### config.mk
export PLATFORM = sky130hd
export DESIGN_NAME = circular_next_date_lookup
export DESIGN_NICKNAME = d
export VERILOG_FILES = /design/src/design/cndl_pkg.sv /design/src/design/cndl_store.sv /design/src/design/circular_next_date_lookup.sv
export SDC_FILE = /design/constraint.sdc
export NUM_CORES = 2
export LEC_CHECK = 0
export ABC_AREA = 1
export BUFFER_PORTS_ARGS = -buffer_cell sky130_fd_sc_hd__buf_2
export CAP_MARGIN = 15
export CORE_MARGIN = 3
export CORE_UTILIZATION = 57
export DETAILED_ROUTE_END_ITERATION = 8
export PLACE_DENSITY_LB_ADDON = 0.12
export SYNTH_ARGS = -nofsm -noshare
export SYNTH_HDL_FRONTEND = slang
export SYNTH_HIERARCHICAL = 1
export SYNTH_SLANG_ARGS = --single-unit
### constraint.sdc
create_clock -name clk -period 5.7 [get_ports clk]
set_input_delay 1.14 -clock clk [delete_from_list [all_inputs] [get_ports clk]]
set_output_delay 1.14 -clock clk [all_outputs]
set_load 0.01 [all_outputs]
### src/design/cndl_pkg.sv
// ----------------------------------------------------------------------------
// cndl_pkg - shared types and constants for the circular next date lookup
// Item structs, table entry layout, status codes and the day of year helper.
// ----------------------------------------------------------------------------
package cndl_pkg;

  // table sizing
  localparam int MAX_ENTRIES = 64;
  localparam int ID_BITS     = 8;
  localparam int IDX_W       = (MAX_ENTRIES > 1) ? $clog2(MAX_ENTRIES) : 1;
  localparam int CNT_W       = $clog2(MAX_ENTRIES + 1);
  localparam int DAY_W       = 9;

  // request codes
  localparam logic REQ_INSERT = 1'b0;
  localparam logic REQ_QUERY  = 1'b1;

  // status codes
  localparam logic [2:0] ST_INSERTED  = 3'd0;
  localparam logic [2:0] ST_FULL      = 3'd1;
  localparam logic [2:0] ST_FOUND     = 3'd2;
  localparam logic [2:0] ST_EMPTY     = 3'd3;
  localparam logic [2:0] ST_BAD_MONTH = 3'd4;

  typedef struct packed {
    logic       req_type;
    logic [3:0] month;
    logic [4:0] day;
    logic [7:0] member_id;
  } in_item_t;

  typedef struct packed {
    logic [2:0]       status;
    logic [7:0]       found_id;
    logic [DAY_W-1:0] found_day;
  } out_item_t;

  typedef struct packed {
    logic [DAY_W-1:0]   day;
    logic [ID_BITS-1:0] id;
  } entry_t;

  typedef struct packed {
    logic             en;
    logic [IDX_W-1:0] addr;
    entry_t           data;
  } mem_wr_t;

  // month 1..12 is valid
  function automatic logic month_ok(input logic [3:0] m);
    return (m >= 4'd1) && (m <= 4'd12);
  endfunction

  // non-leap month prefix plus day of month
  function automatic logic [DAY_W-1:0] day_of_year(input logic [3:0] m,
                                                   input logic [4:0] d);
    logic [DAY_W-1:0] base;
    unique case (m)
      4'd1:    base = DAY_W'(0);
      4'd2:    base = DAY_W'(31);
      4'd3:    base = DAY_W'(59);
      4'd4:    base = DAY_W'(90);
      4'd5:    base = DAY_W'(120);
      4'd6:    base = DAY_W'(151);
      4'd7:    base = DAY_W'(181);
      4'd8:    base = DAY_W'(212);
      4'd9:    base = DAY_W'(243);
      4'd10:   base = DAY_W'(273);
      4'd11:   base = DAY_W'(304);
      4'd12:   base = DAY_W'(334);
      default: base = '0;
    endcase
    return base + DAY_W'(d);
  endfunction

  // stored entry orders after the new key (day first, then smaller id)
  function automatic logic entry_after(input entry_t e, input entry_t k);
    return (e.day > k.day) || ((e.day == k.day) && (e.id > k.id));
  endfunction

endpackage

### src/design/cndl_store.sv
// ----------------------------------------------------------------------------
// cndl_store - entry table memory
// One write port and one read port with registered read data.
// ----------------------------------------------------------------------------
module cndl_store
  import cndl_pkg::*;
(
  input  logic             clk,
  input  mem_wr_t          wr,
  input  logic [IDX_W-1:0] rd_addr,
  output entry_t           rd_q
);

  entry_t mem [MAX_ENTRIES];

  // write port
  always_ff @(posedge clk) begin
    if (wr.en) begin
      mem[wr.addr] <= wr.data;
    end
  end

  // registered read port
  always_ff @(posedge clk) begin
    rd_q <= mem[rd_addr];
  end

endmodule

### src/design/circular_next_date_lookup.sv
// ----------------------------------------------------------------------------
// circular_next_date_lookup - sorted dated table with circular successor query
// Keeps entries sorted by day of year and id; inserts and next-date queries.
// ----------------------------------------------------------------------------
// Usage:
//   Raise start with in_item while busy is low; the item is taken at that edge.
//   An insert (req_type 0) places (date, member_id) in sorted order; a query
//   (req_type 1) returns the first entry on or after the date, wrapping to
//   the earliest entry. Each item gives exactly one result, shown on out_item
//   for one cycle with out_valid high; the receiver cannot stall it.
//   Bad month, full table, empty table and insert into an empty table answer
//   in the cycle after the item is taken. An insert otherwise scans the
//   table backward from the last entry, shifting one entry per cycle; a
//   query scans forward one entry per cycle. The single read port of the
//   entry memory sets the pace.
//   busy is high while a scan runs; the next item may be taken in the cycle
//   the result is shown.
//   Reset empties the table (count to zero); memory contents are not cleared.
// ----------------------------------------------------------------------------
module circular_next_date_lookup
  import cndl_pkg::*;
(
  input  logic      clk,
  input  logic      rst_n,
  input  logic      start,
  input  in_item_t  in_item,
  output logic      busy,
  output logic      out_valid,
  output out_item_t out_item
);

  localparam logic [1:0] S_IDLE = 2'd0;
  localparam logic [1:0] S_INS  = 2'd1;
  localparam logic [1:0] S_PUT  = 2'd2;
  localparam logic [1:0] S_QRY  = 2'd3;

  logic [1:0]       state_r, state_nxt;
  logic [IDX_W-1:0] idx_r, idx_nxt;
  logic [CNT_W-1:0] count_r, count_nxt;
  entry_t           key_r, key_nxt;
  entry_t           first_r, first_nxt;
  logic             out_valid_r, out_valid_nxt;
  out_item_t        out_item_r, out_item_nxt;

  logic             accept;
  logic             mok;
  entry_t           new_key;
  logic [IDX_W-1:0] rd_addr;
  entry_t           rd_q;
  mem_wr_t          wr;
  logic [CNT_W-1:0] last_idx;

  assign accept   = start && (state_r == S_IDLE);
  assign mok      = month_ok(in_item.month);
  assign new_key  = '{day: day_of_year(in_item.month, in_item.day),
                      id:  ID_BITS'(in_item.member_id)};
  assign last_idx = CNT_W'(count_r - 1'b1);

  cndl_store u_store (
    .clk     (clk),
    .wr      (wr),
    .rd_addr (rd_addr),
    .rd_q    (rd_q)
  );

  // sequencer
  always_comb begin
    state_nxt     = state_r;
    idx_nxt       = idx_r;
    count_nxt     = count_r;
    key_nxt       = key_r;
    first_nxt     = first_r;
    out_valid_nxt = 1'b0;
    out_item_nxt  = out_item_r;
    wr            = '0;
    rd_addr       = idx_r;
    unique case (state_r)
      S_IDLE: begin
        rd_addr = (in_item.req_type == REQ_QUERY) ? '0 : IDX_W'(last_idx);
        if (accept) begin
          out_item_nxt = '{status: ST_INSERTED, found_id: '0, found_day: '0};
          key_nxt      = new_key;
          if (in_item.req_type == REQ_INSERT) begin
            if (!mok) begin
              out_valid_nxt       = 1'b1;
              out_item_nxt.status = ST_BAD_MONTH;
            end else if (count_r >= CNT_W'(MAX_ENTRIES)) begin
              out_valid_nxt       = 1'b1;
              out_item_nxt.status = ST_FULL;
            end else if (count_r == '0) begin
              wr            = '{en: 1'b1, addr: '0, data: new_key};
              count_nxt     = count_r + 1'b1;
              out_valid_nxt = 1'b1;
            end else begin
              idx_nxt   = IDX_W'(last_idx);
              state_nxt = S_INS;
            end
          end else begin
            if (count_r == '0) begin
              out_valid_nxt       = 1'b1;
              out_item_nxt.status = ST_EMPTY;
            end else if (!mok) begin
              out_valid_nxt       = 1'b1;
              out_item_nxt.status = ST_BAD_MONTH;
            end else begin
              idx_nxt   = '0;
              state_nxt = S_QRY;
            end
          end
        end
      end
      // backward scan: shift larger entries up one slot
      S_INS: begin
        rd_addr = idx_r - 1'b1;
        if (entry_after(rd_q, key_r)) begin
          wr = '{en: 1'b1, addr: idx_r + 1'b1, data: rd_q};
          if (idx_r == '0) begin
            state_nxt = S_PUT;
          end else begin
            idx_nxt = idx_r - 1'b1;
          end
        end else begin
          wr            = '{en: 1'b1, addr: idx_r + 1'b1, data: key_r};
          count_nxt     = count_r + 1'b1;
          out_valid_nxt = 1'b1;
          out_item_nxt  = '{status: ST_INSERTED, found_id: '0, found_day: '0};
          state_nxt     = S_IDLE;
        end
      end
      // new key goes to the head
      S_PUT: begin
        wr            = '{en: 1'b1, addr: '0, data: key_r};
        count_nxt     = count_r + 1'b1;
        out_valid_nxt = 1'b1;
        out_item_nxt  = '{status: ST_INSERTED, found_id: '0, found_day: '0};
        state_nxt     = S_IDLE;
      end
      // forward scan for first day on or after the key
      S_QRY: begin
        rd_addr = idx_r + 1'b1;
        if (idx_r == '0) begin
          first_nxt = rd_q;
        end
        if (rd_q.day >= key_r.day) begin
          out_valid_nxt = 1'b1;
          out_item_nxt  = '{status: ST_FOUND, found_id: 8'(rd_q.id),
                            found_day: rd_q.day};
          state_nxt     = S_IDLE;
        end else if (CNT_W'(idx_r) == last_idx) begin
          // no later entry: wrap to the earliest
          out_valid_nxt = 1'b1;
          if (idx_r == '0) begin
            out_item_nxt = '{status: ST_FOUND, found_id: 8'(rd_q.id),
                             found_day: rd_q.day};
          end else begin
            out_item_nxt = '{status: ST_FOUND, found_id: 8'(first_r.id),
                             found_day: first_r.day};
          end
          state_nxt = S_IDLE;
        end else begin
          idx_nxt = idx_r + 1'b1;
        end
      end
      default: begin
        state_nxt = S_IDLE;
      end
    endcase
  end

  // control registers
  always_ff @(posedge clk) begin
    if (!rst_n) begin
      state_r     <= S_IDLE;
      count_r     <= '0;
      out_valid_r <= 1'b0;
    end else begin
      state_r     <= state_nxt;
      count_r     <= count_nxt;
      out_valid_r <= out_valid_nxt;
    end
  end

  // payload registers
  always_ff @(posedge clk) begin
    idx_r      <= idx_nxt;
    key_r      <= key_nxt;
    first_r    <= first_nxt;
    out_item_r <= out_item_nxt;
  end

  assign busy      = (state_r != S_IDLE);
  assign out_valid = out_valid_r;
  assign out_item  = out_item_r;

  // a result is only shown once the scan is over
  a_valid_idle: assert property (@(posedge clk) disable iff (!rst_n)
    out_valid_r |-> (state_r == S_IDLE))
    else $error("result shown while a scan is running");

  // table never overfills
  a_count_max: assert property (@(posedge clk) disable iff (!rst_n)
    count_r <= CNT_W'(MAX_ENTRIES))
    else $error("entry count past table depth");

  // a completed insert grows the table by exactly one
  a_ins_count: assert property (@(posedge clk) disable iff (!rst_n)
    (out_valid_r && (out_item_r.status == ST_INSERTED)) |->
      (count_r == $past(count_r) + 1'b1))
    else $error("insert result without count update");

  // scan index stays inside the filled part
  a_idx_range: assert property (@(posedge clk) disable iff (!rst_n)
    ((state_r == S_INS) || (state_r == S_QRY)) |-> (CNT_W'(idx_r) < count_r))
    else $error("scan index beyond filled entries");

  // count changes only with a result
  a_count_hold: assert property (@(posedge clk) disable iff (!rst_n)
    !out_valid_r |=> ($past(count_r) == count_r) || out_valid_r)
    else $error("count changed without a result");

endmodule

# Yosys cells after proc, flatten, opt, wreduce, memory -nomap -nowiden
# Memory sizes are Yosys's and may differ from the RTL's. A register that Yosys moved wholly into a read port is not among the register bits.
# Index checks and enable logic that the tools add are counted.
# W data, S select, Z words.
# word_totals
latchBits	0
rom_bits	144
wordCells	123
regBits	70
out_inout_bits	22
ramBits	1088
inputBits	21
n_memories	2
# memory_table
name	depth	word_bits	read_ports	rd_clocked_by_memory_dff	wr	line_no	text
u_store.mem	64	17	1	1	1	cndl_store.sv:14	entry_t mem [MAX_ENTRIES];
(no name shown)	16	9	1	0	0	cndl_pkg.sv:58	unique case (m)
# classes
n_eq_ne	19
n_bitwise	0
magnitude_cmp	6
n_mux	64
shifts	0
div	0
n_reduce_logical	16
n_mul	0
add_sub_neg	5
# ops
cell	count
$mux W24	5
$mux W20	4
$pmux W20 S4	1
$mux W6	12
$pmux W24 S3	1
$mux W7	6
$pmux W6 S3	2
$mux W17	2
$mux W2	11
$pmux W7 S3	1
$ne A2 B2 Y1 const B	10
$mux W1	13
$mux W3	4
$add A9 B5 Y9	1
$eq A9 B9 Y1	1
$ge A9 B9 Y1	1
$gt A9 B9 Y1	1
$ne A3 B3 Y1 const B	3
$reduce_and A9 Y1	1
$gt A8 B8 Y1	1
$pmux W2 S4	1
$add A7 B1 Y7 const B	1
$eq A6 B7 Y1	1
$ge A7 B7 Y1 const B	1
20 further kinds	25

# Longest topological paths before layout
# An unclocked memory read counts as a cell.
# depth
ltp_word	10
ltp_mapped	18
ltp_nobuf	16

# Hierarchy
# Netlist, hierarchy kept.
# modules_own_cells
mod	cells_per_inst	instances	seq_area_each_um2	area_each_um2
cndl_store	3731	1	33011.7	44445.1
circular_next_date_lookup	621	1	2001.9	4898.4

# Least setup slack after synthesis
# Ideal clock, no wire load.
# synth_timing
path_type	input-to-reg
start	in in_item[14] in the netlist's numbering
end	mem u_store/mem[0][16] in the netlist's numbering, data pin
required_ns	5.112
setup_slack_ns	0.149
arrival_ns	4.963
stages	14
setup_time_ns	0.588
n_path_buf	0
path_cell_list	inv_1 > ha_1 > a21oi_1 > a21oi_1 > ha_1 > inv_1 > fa_1 > o21ai_0 > nand2_1 > nand2_1 > nand3_1 > o22ai_1 > nand2_1 > a31oi_1
# synth_rtl
element	line_no	text
from (decl)	circular_next_date_lookup.sv:26	input in_item_t in_item,
to (decl)	cndl_store.sv:14	

# Worst setup path after layout
# layout_timing
start	reg state_r[0]
end	reg u_store/rd_q[9] (netlist name)
# layout_via
elab_chain_len	2
word_cells_on_any_way	4
cone_classes	eq/ne: 2; mux: 1; reduce/logical: 1
# layout_rtl
element	line_no	text
from (decl)	circular_next_date_lookup.sv:37	logic [1:0] state_r, state_nxt;
from (signal assigned)	circular_next_date_lookup.sv:177	state_r <= state_nxt;
$eq A2 B2 Y1, or another cell as far along	circular_next_date_lookup.sv:77	unique case (state_r)
$pmux W6 S3 (*)	circular_next_date_lookup.sv:77	
net rd_addr[1]	circular_next_date_lookup.sv:48	logic [IDX_W-1:0] rd_addr;
# The timed path passes the listed nets; every way through them passes the cells marked *.
# A chain may end at the register's enable or synchronous reset.

==> impl_summary.md <==
GRT
The global-route congestion overflow total is 0. The largest net degree at the start of global routing is 218. The wire length of the first global-routing pass is 192000 um. The number of global-route vias before repair is 30500. Across every metal layer, demand over resource in global routing totals 0.286. The number of antenna violations at the first check in global routing is 2.

CTS
In this run the clock root is driven by a clkbuf_16. The number of post-CTS setup repair buffers is 0. In this run, post-CTS repair resized a total of 0 instances.

The total number of clock tree sinks is 1175. TritonCTS built the clock tree. The maximum buffer depth of the clock tree is 3.

For this design, the CTS-stage hold fixing added 0 buffers. The insertion delay of the later-clocked pin in the worst-skew pair is 690 ps. Clock-pin slew was measured on the worst setup and hold paths at 60 ps. CTS built an H-tree with a depth of 3.

The total CTS buffers is 116.

Synthesis
The sequential element share of the synthesized area is 0.710. The number of synthesized flops with an enable pin is 1148. The simple-gate area share of the yosys netlist is 0.229.

Sorting the synthesized cells by area gives the leading types as edfxtp_1 (70%), nand2_1 (11%), nand3_1 (9.7%). Of the total synthesized cell area, the portion taken by XOR and XNOR cells is 0.00213. The number of nets handed over by synthesis was 4416.

The mux contribution to synthesized area is 0. The area share of fa/ha/maj cells after synthesis is 0.0111. A synthesized cell averages 11.3 um2. The dominant combinational cell family by area after synthesis is simple AND/OR/NAND/NOR gates. After synthesis, the share of flip-flops with an asynchronous set or reset is 0.

Synthesis instantiated 47 different standard cells from the library. The count of synthesis-stage warnings from yosys is 6. The number of instances in the synthesized netlist is 4352. The synthesized flop and latch total is 1175. The most common flop cell mapped by yosys is edfxtp_1. The netlist area before placement is 49300 um2. The cell type contributing the most total cell area after synthesis is edfxtp_1.

The share of the synthesized area in compound gates (AO/OA/AOI/OAI) is 0.0128. The share of the synthesized area in the top cell type is 0.699.

Layout
The final layout contains 4455 nets. In the final layout, the share of cells above drive strength 1 is 0.0908. Compared with the post-synthesis result, the final layout area differs by 11.3%.

STA
The max-slew headroom at the worst pin is 0.256. The routed design could run at a clock period as short as 4420 ps. The number of pins exceeding their max-slew limit in the final report was 0. Setup repair after global routing left no endpoint under its margin. The transition time of the tightest slew-check pin is 1120 ps. The post-route fraction of the period consumed by the critical path is 0.775. Setup violations remaining at the end of the flow were counted as 0. The maximum achievable frequency is 226 MHz. The setup TNS after final layout is 0 ps. The number of hold violations in the final report came to 0.

For the final database, setup skew stands at 30.7 ps.

Critical path
The startpoint-to-endpoint class of the critical path is reg -> reg. The endpoint required time on the critical path is 6310 ps. Walking the worst path, the cells encountered are inv_1 > ha_1 > clkinv_1 > o21ai_0 > nand2_1 > o21ai_4 > inv_8 > buf_12 > nand3_1 > nand3_1 > nand2_1 > nand2_1 > nand3_1 > nand3_1 > nand2_1. The top fanout value on the critical path is 118. The startpoint identified for the worst register-to-register timing path is state_r[0]. The critical path capture point type is a flop. In this design, the stage delay of the slowest critical-path cell is 500 ps. The critical path arrival is 5030 ps. On the critical path, the stage with the largest delay is an instance of ha_1.

The critical path starts at state_r[0]. The worst setup path is launched from a flop.

Detailed routing
The first TritonRoute pass finished after 5 iterations. The final routed wire length divided by cell count is 22.9 um. For this block, the initial DRC count from the detailed router was 4045. After detailed routing, the number of remaining DRC violations is 0. The residual antenna-violating net count after detailed routing is 0. The detailed router placed 32800 vias in this run.

The per-cell via count in the routed design is 5.82. The wire length after detailed routing is 129000 um.

Hold path
The tightest min-delay check is of the reg -> reg type. The startpoint identified for the worst hold timing path is u_store/rd_q[0].

Floorplan
The die is 300 um wide. The core region is 85500 um2. The height of the chip is 300 um. The starting utilization of the core area is 0.577. The die covers 90100 um2.

43 I/O pins were placed. The placement row count is 107.

Place
The final RePlAce weighted congestion is 0.928. Input and output buffers added on the ports amount to 42. Detailed placement finished with a half-perimeter wire length of 74400 um.

Outcome
The run finished with clean final reports.

Run
The tool flagged a number of max-cap violations equal to 0.
[worst paths after layout]
check	endpoint	slack (ps)	depth (start not counted)
max	u_store/rd_q[9]	1280	15
min	first_r[0]	440	0
max reg2reg	u_store/rd_q[9]	1280	15
min reg2reg	first_r[0]	440	0
[area by class of cell]
cell class | instances | area (um2)
timing repair buffer | 176 | 1430
clock inverter | 80 | 652
sequential | 1175 | 35000
multi-input combinational | 2821 | 12900
clock buffer | 140 | 3070
fill | 6531 | 30600
antenna | 1 | 2.50
inverter | 101 | 405
tap | 1144 | 1430
[cells in the mapped netlist (5+ instances only)]
cell / count
clkbuf_1: 64
o22ai_1: 5
inv_1: 92
ha_1: 42
a21oi_1: 33
dfxtp_1: 27
buf_1: 21
a31oi_1: 8
buf_2: 138
nand2_1: 1505
buf_6: 26
nor2_1: 140
nand4_1: 16
nor4_1: 8
nor3_1: 7
xnor2_1: 5
nand3_1: 961
o21ai_0: 51
xor2_1: 7
edfxtp_1: 1148
inv_2: 5
[registers in the layout, summed over array words and instances (netlist names)]
register and cells:
u_store/mem 1088, out_item 20, first_r 17, key_r 17, u_store/rd_q 17, count_r 7, idx_r 6, state_r 2
out_valid 1
[per-stage QoR]
stage / area [um2] / hold WS, ps / instances / util / setup WS [ps]
after detailed placement: 51200 / 426 / 5417 / 0.598 / 956
after CTS: 54900 / 441 / 5637 / 0.642 / 1510
final: 54900 / 441 / 5638 / 0.642 / 1280
after floorplan: 49300 / 408 / 4352 / - / 149
after global routing: 54900 / 457 / 5637 / 0.642 / 1040
after global placement: 51200 / 415 / 5417 / 0.598 / 1020
[critical path: cells and delay by family (launching register included)]
family          cells  cell delay (ps)
simple gates        8             1270
compound gates      2              590
fa+ha+maj           1              500
buf+inv             4             1430
flops               1              350
[placed cells by master, fill, tap and decap left out, types with 3 or more instances in the layout]
cell and n:
a21oi_1 33, a31oi_4 7, buf_12 17, buf_2 42, buf_4 117, bufinv_16 8, clkbuf_1 19, clkbuf_16 118
clkbuf_8 3, clkinv_1 36, clkinv_2 29, clkinvlp_4 3, dfxtp_1 27, edfxtp_1 1148, ha_1 41, inv_1 91
inv_16 3, inv_2 4, nand2_1 1505, nand2_2 4, nand3_1 961, nand4_1 16, nor2_1 121, nor2_2 10
nor2_4 13, nor3_1 7, nor4_2 8, o21ai_0 46, o21ai_4 5, o22ai_1 5, xnor2_1 5, xor2_1 7
[cell families after synthesis]
group | count (synthesis)
AOI/OAI and AO/OA | 113
and+or+nand+nor | 2653
buffers and inverters | 356
DFF | 1175
adders and majority gates | 43
xor gates and xnor gates | 12
[routing by layer]
layer,vias up,routed length [um],track usage
met4,0,5150,0.109
met5,-,0,0
met1,15800,53300,0.414
met3,256,11800,0.0519
li1,15300,-,-
met2,1475,58900,0.435
Power is not shown: default switching activity piles up to over one toggle a cycle in this logic, so the estimate is an artifact.
